--- config.mk ---
export PLATFORM = sky130hd
export DESIGN_NAME = ipv4_first_match_packet_filter_unit
export DESIGN_NICKNAME = d
export VERILOG_FILES = /design/src/rtl/core/fmpf_pkg.sv /design/src/rtl/core/fmpf_parser.sv /design/src/rtl/core/fmpf_queue.sv /design/src/rtl/core/fmpf_matcher.sv /design/src/rtl/core/ipv4_first_match_packet_filter_unit.sv
export SDC_FILE = /design/constraint.sdc
export NUM_CORES = 1
export LEC_CHECK = 0
export BUFFER_PORTS_ARGS = -buffer_cell sky130_fd_sc_hd__buf_4
export CAP_MARGIN = 20
export CELL_PAD_IN_SITES_DETAIL_PLACEMENT = 0
export CELL_PAD_IN_SITES_GLOBAL_PLACEMENT = 1
export CORE_MARGIN = 8
export CORE_UTILIZATION = 50
export CTS_BUF_LIST = sky130_fd_sc_hd__clkbuf_8
export CTS_CLUSTER_DIAMETER = 100
export DETAILED_ROUTE_END_ITERATION = 16
export GPL_TIMING_DRIVEN = 0
export PLACE_DENSITY_LB_ADDON = 0.1
export SLEW_MARGIN = 0
export SYNTH_ARGS = -nofsm -noshare
export SYNTH_HDL_FRONTEND = slang
export SYNTH_SLANG_ARGS = --single-unit
export TNS_END_PERCENT = 10
--- constraint.sdc ---
create_clock -name clock -period 12.2 [get_ports clock]
set_input_delay 3.05 -clock clock [delete_from_list [all_inputs] [get_ports clock]]
set_output_delay 3.05 -clock clock [all_outputs]
set_load 0.03 [all_outputs]
--- src/rtl/core/fmpf_pkg.sv ---
package fmpf_pkg;

   localparam int COUNT_WIDTH = 64;
   localparam int NUM_RULES = 3;
   localparam int QUEUE_DEPTH = 4;
   localparam int CSR_INDEX_WIDTH = 3;
   localparam int CSR_DATA_WIDTH = 64;
   localparam int RULE_CTL_WIDTH = 10;
   localparam int RULE_DROP_BIT = 8;
   localparam int RULE_ACTIVE_BIT = 9;

   localparam logic [6:0] POS_MAX = 7'd127;
   localparam logic [6:0] POS_TYPE_HI = 7'd12;
   localparam logic [6:0] POS_TYPE_LO = 7'd13;
   localparam logic [6:0] POS_IHL = 7'd14;
   localparam logic [6:0] POS_PROTO = 7'd23;
   localparam logic [6:0] POS_SRC_FIRST = 7'd26;
   localparam logic [6:0] POS_SRC_LAST = 7'd29;
   localparam logic [6:0] POS_DST_FIRST = 7'd30;
   localparam logic [6:0] POS_DST_LAST = 7'd33;

   localparam logic [7:0] MIN_FRAME_BYTES = 8'd34;
   localparam logic [7:0] ETH_HDR_BYTES = 8'd14;
   localparam logic [3:0] MIN_IHL_WORDS = 4'd5;
   localparam logic [15:0] IPV4_ETHERTYPE = 16'h0800;

   localparam logic [CSR_INDEX_WIDTH-1:0] REG_RULE0_ADDRESSES = 3'd0;
   localparam logic [CSR_INDEX_WIDTH-1:0] REG_RULE0_CONTROL = 3'd1;
   localparam logic [CSR_INDEX_WIDTH-1:0] REG_RULE1_ADDRESSES = 3'd2;
   localparam logic [CSR_INDEX_WIDTH-1:0] REG_RULE1_CONTROL = 3'd3;
   localparam logic [CSR_INDEX_WIDTH-1:0] REG_RULE2_ADDRESSES = 3'd4;
   localparam logic [CSR_INDEX_WIDTH-1:0] REG_RULE2_CONTROL = 3'd5;

   localparam logic [1:0] OUTCOME_INVALID = 2'd0;
   localparam logic [1:0] OUTCOME_RULE_ALLOW = 2'd1;
   localparam logic [1:0] OUTCOME_RULE_DROP = 2'd2;
   localparam logic [1:0] OUTCOME_DEFAULT_ALLOW = 2'd3;
   localparam logic [1:0] NO_RULE = 2'd3;

   typedef struct packed {
      logic        valid;
      logic [31:0] source;
      logic [31:0] destination;
      logic [7:0]  protocol;
   } frame_info_type;

endpackage

--- src/rtl/core/fmpf_parser.sv ---
module fmpf_parser (
   input  logic                    clock,
   input  logic                    reset,
   input  logic                    accept,
   input  logic [7:0]              frame_byte,
   input  logic                    end_of_frame,
   output logic                    push,
   output fmpf_pkg::frame_info_type push_data
);

   logic [6:0]  byte_position_ff, byte_position_in;
   logic [15:0] ether_type_ff, ether_type_in;
   logic [3:0]  header_words_ff, header_words_in;
   logic [7:0]  protocol_ff, protocol_in;
   logic [31:0] source_ff, source_in;
   logic [31:0] destination_ff, destination_in;
   logic [7:0]  frame_len;
   logic [7:0]  ihl_bytes;
   logic        frame_ok;

   always_comb begin
      ether_type_in = ether_type_ff;
      header_words_in = header_words_ff;
      protocol_in = protocol_ff;
      source_in = source_ff;
      destination_in = destination_ff;
      case (byte_position_ff) inside
         fmpf_pkg::POS_TYPE_HI: ether_type_in = {frame_byte, ether_type_ff[7:0]};
         fmpf_pkg::POS_TYPE_LO: ether_type_in = {ether_type_ff[15:8], frame_byte};
         fmpf_pkg::POS_IHL: header_words_in = frame_byte[3:0];
         fmpf_pkg::POS_PROTO: protocol_in = frame_byte;
         [fmpf_pkg::POS_SRC_FIRST:fmpf_pkg::POS_SRC_LAST]:
            source_in = {source_ff[23:0], frame_byte};
         [fmpf_pkg::POS_DST_FIRST:fmpf_pkg::POS_DST_LAST]:
            destination_in = {destination_ff[23:0], frame_byte};
         default: ;
      endcase
      byte_position_in = (byte_position_ff < fmpf_pkg::POS_MAX) ?
                         byte_position_ff + 7'd1 : byte_position_ff;
   end

   // length and header checks use the bytes including this one
   always_comb begin
      frame_len = {1'b0, byte_position_ff} + 8'd1;
      ihl_bytes = {2'b00, header_words_in, 2'b00};
      frame_ok = (frame_len >= fmpf_pkg::MIN_FRAME_BYTES) &&
                 (ether_type_in == fmpf_pkg::IPV4_ETHERTYPE) &&
                 (header_words_in >= fmpf_pkg::MIN_IHL_WORDS) &&
                 (fmpf_pkg::ETH_HDR_BYTES + ihl_bytes <= frame_len);
      push = accept && end_of_frame;
      push_data.valid = frame_ok;
      push_data.source = frame_ok ? source_in : 32'd0;
      push_data.destination = frame_ok ? destination_in : 32'd0;
      push_data.protocol = frame_ok ? protocol_in : 8'd0;
   end

   always_ff @(posedge clock) begin
      if (reset || (accept && end_of_frame)) begin
         byte_position_ff <= '0;
         ether_type_ff <= '0;
         header_words_ff <= '0;
         protocol_ff <= '0;
         source_ff <= '0;
         destination_ff <= '0;
      end else if (accept) begin
         byte_position_ff <= byte_position_in;
         ether_type_ff <= ether_type_in;
         header_words_ff <= header_words_in;
         protocol_ff <= protocol_in;
         source_ff <= source_in;
         destination_ff <= destination_in;
      end
   end

endmodule

--- src/rtl/core/fmpf_queue.sv ---
module fmpf_queue (
   input  logic                    clock,
   input  logic                    reset,
   input  logic                    push,
   input  fmpf_pkg::frame_info_type push_data,
   input  logic                    pop,
   output fmpf_pkg::frame_info_type head,
   output logic                    full,
   output logic                    empty
);

   localparam int PtrWidth = $clog2(fmpf_pkg::QUEUE_DEPTH);
   localparam int CountWidth = $clog2(fmpf_pkg::QUEUE_DEPTH + 1);
   localparam logic [CountWidth-1:0] DepthCount = CountWidth'(fmpf_pkg::QUEUE_DEPTH);

   fmpf_pkg::frame_info_type entry_ff [fmpf_pkg::QUEUE_DEPTH];
   logic [PtrWidth-1:0]   wr_ptr_ff, rd_ptr_ff;
   logic [CountWidth-1:0] count_ff, count_in;

   always_comb begin
      count_in = count_ff;
      if (push && !pop) count_in = count_ff + CountWidth'(1);
      else if (pop && !push) count_in = count_ff - CountWidth'(1);
      full = (count_ff == DepthCount);
      empty = (count_ff == '0);
      head = entry_ff[rd_ptr_ff];
   end

   always_ff @(posedge clock) begin
      if (reset) begin
         wr_ptr_ff <= '0;
         rd_ptr_ff <= '0;
         count_ff <= '0;
      end else begin
         if (push) wr_ptr_ff <= wr_ptr_ff + PtrWidth'(1);
         if (pop) rd_ptr_ff <= rd_ptr_ff + PtrWidth'(1);
         count_ff <= count_in;
      end
   end

   always_ff @(posedge clock) begin
      if (push) entry_ff[wr_ptr_ff] <= push_data;
   end

endmodule

--- src/rtl/core/fmpf_matcher.sv ---
module fmpf_matcher #(
   parameter int COUNT_WIDTH = fmpf_pkg::COUNT_WIDTH
) (
   input  logic                                  clock,
   input  logic                                  reset,
   input  logic                                  csr_write_enable,
   input  logic [fmpf_pkg::CSR_INDEX_WIDTH-1:0]  csr_index,
   input  logic [fmpf_pkg::CSR_DATA_WIDTH-1:0]   csr_write_data,
   input  fmpf_pkg::frame_info_type              head,
   input  logic                                  empty,
   output logic                                  pop,
   output logic                                  rsp_valid,
   input  logic                                  rsp_ready,
   output logic                                  rsp_drop_frame,
   output logic [1:0]                            rsp_outcome,
   output logic [1:0]                            rsp_matched_rule,
   output logic [31:0]                           rsp_source_address,
   output logic [31:0]                           rsp_destination_address,
   output logic [7:0]                            rsp_ip_protocol,
   output logic [COUNT_WIDTH-1:0]                rsp_frames_seen,
   output logic [COUNT_WIDTH-1:0]                rsp_frames_allowed,
   output logic [COUNT_WIDTH-1:0]                rsp_frames_dropped,
   output logic [COUNT_WIDTH-1:0]                rsp_frames_invalid
);

   logic [63:0] rule_addr_ff [fmpf_pkg::NUM_RULES];
   logic [fmpf_pkg::RULE_CTL_WIDTH-1:0] rule_ctl_ff [fmpf_pkg::NUM_RULES];

   logic                   valid_ff;
   logic                   drop_ff, drop_in;
   logic [1:0]             outcome_ff, outcome_in;
   logic [1:0]             rule_ff, rule_in;
   logic [31:0]            source_ff;
   logic [31:0]            destination_ff;
   logic [7:0]             protocol_ff;
   logic [COUNT_WIDTH-1:0] seen_ff, allowed_ff, dropped_ff, invalid_ff;
   logic [fmpf_pkg::NUM_RULES-1:0] hit;
   logic                   found;

   always_ff @(posedge clock) begin
      if (reset) begin
         for (int r = 0; r < fmpf_pkg::NUM_RULES; r++) begin
            rule_addr_ff[r] <= '0;
            rule_ctl_ff[r] <= '0;
         end
      end else if (csr_write_enable) begin
         case (csr_index)
            fmpf_pkg::REG_RULE0_ADDRESSES: rule_addr_ff[0] <= csr_write_data;
            fmpf_pkg::REG_RULE0_CONTROL:
               rule_ctl_ff[0] <= csr_write_data[fmpf_pkg::RULE_CTL_WIDTH-1:0];
            fmpf_pkg::REG_RULE1_ADDRESSES: rule_addr_ff[1] <= csr_write_data;
            fmpf_pkg::REG_RULE1_CONTROL:
               rule_ctl_ff[1] <= csr_write_data[fmpf_pkg::RULE_CTL_WIDTH-1:0];
            fmpf_pkg::REG_RULE2_ADDRESSES: rule_addr_ff[2] <= csr_write_data;
            fmpf_pkg::REG_RULE2_CONTROL:
               rule_ctl_ff[2] <= csr_write_data[fmpf_pkg::RULE_CTL_WIDTH-1:0];
            default: ;
         endcase
      end
   end

   // rule compares in parallel, first hit wins
   always_comb begin
      for (int r = 0; r < fmpf_pkg::NUM_RULES; r++) begin
         hit[r] = rule_ctl_ff[r][fmpf_pkg::RULE_ACTIVE_BIT] &&
                  (rule_addr_ff[r][63:32] == 32'd0 ||
                   rule_addr_ff[r][63:32] == head.source) &&
                  (rule_addr_ff[r][31:0] == 32'd0 ||
                   rule_addr_ff[r][31:0] == head.destination) &&
                  (rule_ctl_ff[r][7:0] == 8'd0 ||
                   rule_ctl_ff[r][7:0] == head.protocol);
      end
      found = 1'b0;
      drop_in = 1'b0;
      rule_in = fmpf_pkg::NO_RULE;
      outcome_in = head.valid ? fmpf_pkg::OUTCOME_DEFAULT_ALLOW : fmpf_pkg::OUTCOME_INVALID;
      if (head.valid) begin
         for (int r = 0; r < fmpf_pkg::NUM_RULES; r++) begin
            if (hit[r] && !found) begin
               found = 1'b1;
               rule_in = 2'(r);
               if (rule_ctl_ff[r][fmpf_pkg::RULE_DROP_BIT]) begin
                  drop_in = 1'b1;
                  outcome_in = fmpf_pkg::OUTCOME_RULE_DROP;
               end else begin
                  outcome_in = fmpf_pkg::OUTCOME_RULE_ALLOW;
               end
            end
         end
      end
      pop = !empty && (!valid_ff || rsp_ready);
   end

   always_ff @(posedge clock) begin
      if (reset) begin
         valid_ff <= 1'b0;
         seen_ff <= '0;
         allowed_ff <= '0;
         dropped_ff <= '0;
         invalid_ff <= '0;
      end else begin
         if (pop) begin
            valid_ff <= 1'b1;
            seen_ff <= seen_ff + COUNT_WIDTH'(1);
            if (!head.valid) invalid_ff <= invalid_ff + COUNT_WIDTH'(1);
            else if (drop_in) dropped_ff <= dropped_ff + COUNT_WIDTH'(1);
            else allowed_ff <= allowed_ff + COUNT_WIDTH'(1);
         end else if (rsp_ready) begin
            valid_ff <= 1'b0;
         end
      end
   end

   always_ff @(posedge clock) begin
      if (pop) begin
         drop_ff <= drop_in;
         outcome_ff <= outcome_in;
         rule_ff <= rule_in;
         source_ff <= head.source;
         destination_ff <= head.destination;
         protocol_ff <= head.protocol;
      end
   end

   assign rsp_valid = valid_ff;
   assign rsp_drop_frame = drop_ff;
   assign rsp_outcome = outcome_ff;
   assign rsp_matched_rule = rule_ff;
   assign rsp_source_address = source_ff;
   assign rsp_destination_address = destination_ff;
   assign rsp_ip_protocol = protocol_ff;
   assign rsp_frames_seen = seen_ff;
   assign rsp_frames_allowed = allowed_ff;
   assign rsp_frames_dropped = dropped_ff;
   assign rsp_frames_invalid = invalid_ff;

endmodule

--- src/rtl/core/ipv4_first_match_packet_filter_unit.sv ---
// result path: on its final byte a frame's record enters the 4-entry frame queue, then the
// matcher's result register; one frame byte per cycle while req_ready is high, and one
// result per cycle while rsp_ready is high; req_ready drops only while 4 records are queued
// synchronous active-high reset clears rules, counters, parser state and the queue
module ipv4_first_match_packet_filter_unit #(
   parameter int COUNT_WIDTH = fmpf_pkg::COUNT_WIDTH
) (
   input  logic                                  clock,
   input  logic                                  reset,
   input  logic                                  req_valid,
   output logic                                  req_ready,
   input  logic [7:0]                            req_frame_byte,
   input  logic                                  req_end_of_frame,
   output logic                                  rsp_valid,
   input  logic                                  rsp_ready,
   output logic                                  rsp_drop_frame,
   output logic [1:0]                            rsp_outcome,
   output logic [1:0]                            rsp_matched_rule,
   output logic [31:0]                           rsp_source_address,
   output logic [31:0]                           rsp_destination_address,
   output logic [7:0]                            rsp_ip_protocol,
   output logic [COUNT_WIDTH-1:0]                rsp_frames_seen,
   output logic [COUNT_WIDTH-1:0]                rsp_frames_allowed,
   output logic [COUNT_WIDTH-1:0]                rsp_frames_dropped,
   output logic [COUNT_WIDTH-1:0]                rsp_frames_invalid,
   input  logic                                  csr_write_enable,
   input  logic [fmpf_pkg::CSR_INDEX_WIDTH-1:0]  csr_index,
   input  logic [fmpf_pkg::CSR_DATA_WIDTH-1:0]   csr_write_data
);

   fmpf_pkg::frame_info_type push_data, head;
   logic push, pop, full, empty, accept;

   assign req_ready = !full;
   assign accept = req_valid && req_ready;

   fmpf_parser u_parser (
      .clock        (clock),
      .reset        (reset),
      .accept       (accept),
      .frame_byte   (req_frame_byte),
      .end_of_frame (req_end_of_frame),
      .push         (push),
      .push_data    (push_data)
   );

   fmpf_queue u_queue (
      .clock     (clock),
      .reset     (reset),
      .push      (push),
      .push_data (push_data),
      .pop       (pop),
      .head      (head),
      .full      (full),
      .empty     (empty)
   );

   fmpf_matcher #(
      .COUNT_WIDTH (COUNT_WIDTH)
   ) u_matcher (
      .clock                   (clock),
      .reset                   (reset),
      .csr_write_enable        (csr_write_enable),
      .csr_index               (csr_index),
      .csr_write_data          (csr_write_data),
      .head                    (head),
      .empty                   (empty),
      .pop                     (pop),
      .rsp_valid               (rsp_valid),
      .rsp_ready               (rsp_ready),
      .rsp_drop_frame          (rsp_drop_frame),
      .rsp_outcome             (rsp_outcome),
      .rsp_matched_rule        (rsp_matched_rule),
      .rsp_source_address      (rsp_source_address),
      .rsp_destination_address (rsp_destination_address),
      .rsp_ip_protocol         (rsp_ip_protocol),
      .rsp_frames_seen         (rsp_frames_seen),
      .rsp_frames_allowed      (rsp_frames_allowed),
      .rsp_frames_dropped      (rsp_frames_dropped),
      .rsp_frames_invalid      (rsp_frames_invalid)
   );

   assert property (@(posedge clock) disable iff (reset)
      rsp_valid |-> (rsp_drop_frame == (rsp_outcome == fmpf_pkg::OUTCOME_RULE_DROP)))
      else $error("drop flag disagrees with outcome");

   assert property (@(posedge clock) disable iff (reset)
      (rsp_valid && rsp_outcome == fmpf_pkg::OUTCOME_INVALID) |->
      (rsp_matched_rule == fmpf_pkg::NO_RULE && rsp_source_address == 32'd0 &&
       rsp_destination_address == 32'd0 && rsp_ip_protocol == 8'd0))
      else $error("invalid frame carries parsed fields");

   assert property (@(posedge clock) disable iff (reset)
      (accept && req_end_of_frame) |=> !empty)
      else $error("final byte transaction lost in frame queue");

endmodule

Word-level counts from Yosys, hierarchy flattened
Memory sizes are Yosys's and may differ from the RTL's. A register that Yosys moved wholly into a read port is not among the register bits.
Index checks and enable logic that the tools add are counted.
{"block": "classes", "eq_ne": 20, "muxes": 85, "order_cmp": 8, "bitwise": 8, "n_addsub": 11, "n_reduce_logical": 57}
{"operator": "32-bit 2-to-1 mux", "n": 13}
{"operator": "64-bit by 1-bit adder with 64-bit output (second input constant)", "n": 4}
{"operator": "32-bit equality test", "n": 6}
{"operator": "32-bit logical NOT", "n": 6}
{"operator": "64-bit 2-to-1 mux", "n": 3}
{"operator": "8-bit 2-to-1 mux", "n": 6}
{"operator": "1-bit 2-to-1 mux", "n": 42}
{"operator": "10-bit 2-to-1 mux", "n": 3}
{"operator": "8-bit equality test", "n": 3}
{"operator": "8-bit logical NOT", "n": 3}
{"operator": "2-bit 2-to-1 mux", "n": 12}
{"operator": "7-bit by 4-bit equality test with 1-bit output (second input constant)", "n": 3}
{"operator": "1-bit logical AND", "n": 21}
{"operator": "16-bit by 12-bit equality test with 1-bit output (second input constant)", "n": 1}
{"operator": "16-bit 2-to-1 mux", "n": 1}
{"operator": "7-bit by 5-bit greater-or-equal comparator with 1-bit output (second input constant)", "n": 2}
{"operator": "4-bit 2-to-1 mux", "n": 3}
{"operator": "1-bit logical OR", "n": 11}
{"operator": "3-bit equality test (second input constant)", "n": 3}
{"operator": "7-bit by 1-bit adder with 8-bit output (second input constant)", "n": 1}
{"operator": "8-bit by 6-bit greater-or-equal comparator with 1-bit output (second input constant)", "n": 1}
{"operator": "8-bit <= comparator", "n": 1}
{"operator": "4-bit by 6-bit adder with 7-bit output (first input constant)", "n": 1}
{"operator": "7-bit by 1-bit adder with 7-bit output (second input constant)", "n": 1}
{"operator": "19 further kinds", "n": 38}
{"block": "totals", "out_inout_bits": 335, "word_cells": 213, "mem_bits_rw": 514, "reg_bits": 440, "n_memories": 3}
{"name": "u_queue.entry_ff", "depth": 4, "word_bits": 73, "read_ports": 1, "rd_ports_with_merged_regs": 1, "wr": 1, "line_no": "fmpf_queue.sv:16", "source": "fmpf_pkg::frame_info_type entry_ff [fmpf_pkg::QUEUE_DEPTH];"}
{"name": "u_matcher.rule_addr_ff", "depth": 3, "word_bits": 64, "read_ports": 3, "rd_ports_with_merged_regs": 0, "wr": 3, "line_no": "fmpf_matcher.sv:26", "source": "logic [63:0] rule_addr_ff [fmpf_pkg::NUM_RULES];"}
{"name": "u_matcher.rule_ctl_ff", "depth": 3, "word_bits": 10, "read_ports": 3, "rd_ports_with_merged_regs": 0, "wr": 3, "line_no": "fmpf_matcher.sv:27", "source": "logic [fmpf_pkg::RULE_CTL_WIDTH-1:0] rule_ctl_ff [fmpf_pkg::NUM_RULES];"}

Depth between registers and ports, before layout
An unclocked memory read counts as a cell.
{"block": "logic_depth", "ltp_word": 18, "ltp_mapped": 19, "mapped_depth_nobuf": 16}

Modules after synthesis
A second synthesis with hierarchy kept.
{"block": "unflattened", "hier_cells": 3370, "hier_area_um2": 41617.4}
{"mod": "fmpf_matcher", "area_each_um2": 24748.7, "cells_each": 2252, "instances": 1, "seq_area_each_um2": 14123.5}
{"mod": "fmpf_queue", "area_each_um2": 11036.8, "cells_each": 425, "instances": 1, "seq_area_each_um2": 8948.6}
{"mod": "fmpf_parser", "area_each_um2": 5821.8, "cells_each": 691, "instances": 1, "seq_area_each_um2": 1981.9}
{"mod": "ipv4_first_match_packet_filter_unit", "area_each_um2": 10.0, "cells_each": 2, "instances": 1, "seq_area_each_um2": 0.0}

Least setup slack after synthesis
Ideal clock, no wire load.
{"block": "synth_timing", "kind": "input to register", "from": "in rsp_ready", "to": "reg u_matcher.dropped_ff[7] (netlist: u_matcher.rsp_frames_dropped[7])", "setup_ns": 0.070, "path_slack_ns": 4.615, "path_buffers": 1, "arrival_ns": 7.515, "path_stages": 7, "required_ns": 12.130, "cell_sequence": "nor2b_1 -> nor2_1 -> buf_1 -> nand2_1 -> nor4b_4 -> or4b_1 -> a21oi_1"}
{"block": "synth_via", "elab_chain_len": 3}
{"item": "start, declared", "line_no": "ipv4_first_match_packet_filter_unit.sv:15", "source": "input logic rsp_ready,"}
{"item": "1-bit logical OR", "line_no": "fmpf_matcher.sv:91", "source": "pop = !empty && (!valid_ff || rsp_ready);"}
{"item": "1-bit logical AND", "line_no": "fmpf_matcher.sv:91"}
{"item": "net pop", "line_no": "ipv4_first_match_packet_filter_unit.sv:32", "source": "logic push, pop, full, empty, accept;"}
{"item": "3-bit AND reduction (no source line)"}
{"item": "end signal, assigned", "line_no": "fmpf_matcher.sv:106", "source": "else if (drop_in) dropped_ff <= dropped_ff + COUNT_WIDTH'(1);"}
{"item": "end, declared", "line_no": "fmpf_matcher.sv:36", "source": "logic [COUNT_WIDTH-1:0] seen_ff, allowed_ff, dropped_ff, invalid_ff;"}
The timed path passes the listed nets, and every way through them passes these cells.
A chain may end at the register's enable or synchronous reset.

==> flow_summary.ini <==
[floorplanning]
start_util = 0.506
dieArea_um2 = 90800
fp.coreArea_um2 = 80500
pin_count = 416
fp-row-count = 104
die_h_um = 301
die_w_um = 301

[synthesis]
ys_seq_area_frac = 0.615
synthArstFlopShare = 0
synth_cell_types = 74
syn_inst = 3324
synth.avg_cell_area_um2 = 12.3
ys.flop_type = edfxtp_1
syn_nets = 3427
synth_seq_cells = 956
synth_edf_count = 591
synth_area_um2 = 40700
ys_warn_count = 0

[finish]
drive_gt1_frac = 0.195
nets = 4006
final_common_cell = edfxtp_1
areaGrowthSynthToFinish_pct = 19.3
multi_input_area_um2 = 14900
final_cells = 5086
stdcell_area_um2 = 48600
final_core_util = 0.603
final_cell_mix = 591 x edfxtp_1, 413 x buf_4, 365 x dfxtp_1
seqCellArea_um2 = 25100
nFillCells = 6433

[timing]
final.setup.tns_ps = 0
fin_crit_ps = 6430
final_max_slew_viol_count = 0
skew_ps = 40.6
rsz0062_at_grt = no
hold_viol = 0
setup_viol = 0
worst_slew_pin_slew_ps = 1180
fin_crit_sh = 0.527
slew_headroom = 0.212
fmax_mhz = 155
hold_slack_ps = 459

[critical_path]
cp-startpoint = req_frame_byte[0]
cp-end-kind = register
cp_max_fo = 10
cp.required_ps = 12710
arrival_ps = 6950
critPathLaunchType = input port
worstSetupPathType = in -> reg

[global_route]
grt_pass1_wl_um = 176000
grt_pass1_vias = 28700
grt_max_degree = 65
grtUsageTotal = 0.253
grt.overflow.total = 0
antenna_found_initial = 3

[power_and_ir_drop]
intPower_uw = 5980
p_sw_frac = 0.312
p_switching_uw = 2710
clkPwrFrac = 0.325
p_leak_uw = 0.0172
power.density_nw_per_um2 = 179
ir_drop_v = 0.000123
power_frac_comb = 0.229
seq_power_share = 0.445

[cts]
clockRootBuffer = clkbuf_8
numClockSinks = 956
cts_buffer_depth = 3
cts_tree = done
h-tree-depth = 4
hold_buffers = 0
cts_buffers = 159
cts_resized = 0
clkLatencyLatePin_ps = 810
postCtsSetupBuffers = 0
clkTransAtPathRegs_ps = 60

[drt]
drt_iter0_drc = 2365
vias = 29100
drtAntennaViolNets = 0
drc = 0
routed_wl_um = 119000
viasPerCell = 5.72
wire_per_inst_um = 23.3
dr.pass1.iters = 5

[job]
maxCapViolCount = 0

[place]
place_congestion = 0.911
place_area_um2 = 45400
dp_hpwl_um = 88300
port_buffers = 408
numPlacedInstances = 4802

[worst_hold_path]
hold_start = u_parser.source_ff[26]
hp-class = reg -> reg

[status]
status = finished, final reports clean
## registers in the layout, summed over array words and instances (netlist names), 30 cells and up, named ones only
signal,cells
u_matcher.rsp_destination_address,32
u_matcher.rsp_frames_allowed,64
u_matcher.rsp_frames_dropped,64
u_matcher.rsp_frames_invalid,64
u_matcher.rsp_frames_seen,64
u_matcher.rsp_source_address,32
u_matcher.rule_addr_ff,192
u_matcher.rule_ctl_ff,30
u_parser.destination_ff,32
u_parser.source_ff,32
u_queue.entry_ff,292
## per-layer routing
metal	part of all wire	track usage	vias up
met3	0.084	0.0558	214
met4	0.032	0.0880	2
met1	0.42	0.346	14400
li1	-	-	13300
met5	0.00011	0	-
met2	0.46	0.398	1137
## cell families (layout without fill, tap and decap cells)
kind of cell             Yosys count  count (layout)  synth area share
AND/OR/NAND/NOR                 1194            1194             0.148
buffers and inverters            209             909            0.0210
AO/OA/AOI/OAI                    344             344            0.0515
other                              0               2                 0
flip-flops                       956             956             0.615
XOR/XNOR                         401             401            0.0863
multiplexers                     198             198            0.0712
adder cells (fa/ha/maj)           22              22           0.00694
## synthesized netlist by cell type, types with 5 or more instances
cell type | number | area [µm²]
nor3_1 | 24 | 120
edfxtp_1 | 591 | 17700
buf_2 | 18 | 90.1
nor2b_1 | 11 | 68.8
and2_1 | 91 | 569
a21bo_2 | 8 | 80.1
a21oi_1 | 167 | 836
or4_1 | 11 | 82.6
a211oi_1 | 5 | 37.5
and4_1 | 19 | 166
mux4_2 | 73 | 1640
nand4_1 | 95 | 594
nand2_1 | 266 | 998
nor2_1 | 335 | 1260
ha_1 | 21 | 263
o2111ai_1 | 25 | 219
nand3b_1 | 10 | 75.1
inv_1 | 59 | 221
nand2b_1 | 5 | 31.3
buf_4 | 5 | 37.5
clkbuf_1 | 109 | 409
and3_1 | 49 | 307
a31o_2 | 9 | 78.8
o211ai_1 | 19 | 143
xnor2_1 | 265 | 2320
nand3_1 | 77 | 385
o21ai_0 | 67 | 335
nor4_1 | 100 | 626
or2_2 | 6 | 37.5
o31ai_1 | 7 | 52.6
mux2i_1 | 122 | 1220
or3_1 | 69 | 432
buf_1 | 13 | 48.8
xor2_1 | 136 | 1190
dfxtp_1 | 365 | 7310
## path summary, 6_finish.rpt
path | end | slack (ps) | depth (start not counted)
worst max register to register | u_matcher.rsp_frames_dropped[38] | 6410 | 14
worst min-delay path | u_parser.source_ff[26] | 460 | 2
worst max-delay path | u_queue.entry_ff[1][65] | 5770 | 14
worst min register to register | u_parser.source_ff[26] | 460 | 2
## power groups by stage
stage	Combinational (µW)	Sequential, µW	Clock (µW)
2_1_floorplan	936	4210	0
3_3_place_gp	1940	3950	0
3_5_place_dp	1990	3930	0
4_1_cts	1990	3860	2880
5_1_grt	2090	3890	3020
6_report	1990	3860	2820
## critical path, cell delays in order
cell	delay, ps
clkbuf_1	520
mux2i_1	340
ha_1	370
inv_1	40
ha_1	290
o21a_1	110
o21ai_0	130
nand2b_1	70
a21oi_1	170
nor2b_1	70
o221ai_1	180
o2111ai_1	600
clkbuf_1	460
nor2_1	530
## cell type report
| type | instances | share of cell area |
|---|---|---|
| Timing Repair Buffer | 418 | 0.0679 |
| Sequential cell | 956 | 0.516 |
| Buffer | 149 | 0.0130 |
| Antenna cell | 2 | 0.000103 |
| Clock buffer | 178 | 0.0504 |
| Tap cell | 1060 | 0.0273 |
| Multi-Input combinational cell | 2159 | 0.306 |
| Inverter | 60 | 0.00464 |
| Clock inverter | 104 | 0.0151 |
## through the flow
step / setup WS [ps] / total power, µW
2_1_floorplan: 4620 / 5150
3_3_place_gp: 2600 / 5890
3_5_place_dp: 5050 / 5920
4_1_cts: 5890 / 8740
5_1_grt: 5650 / 9000
6_report: 5770 / 8680
Note: power is estimated with default switching activity, not from simulation.
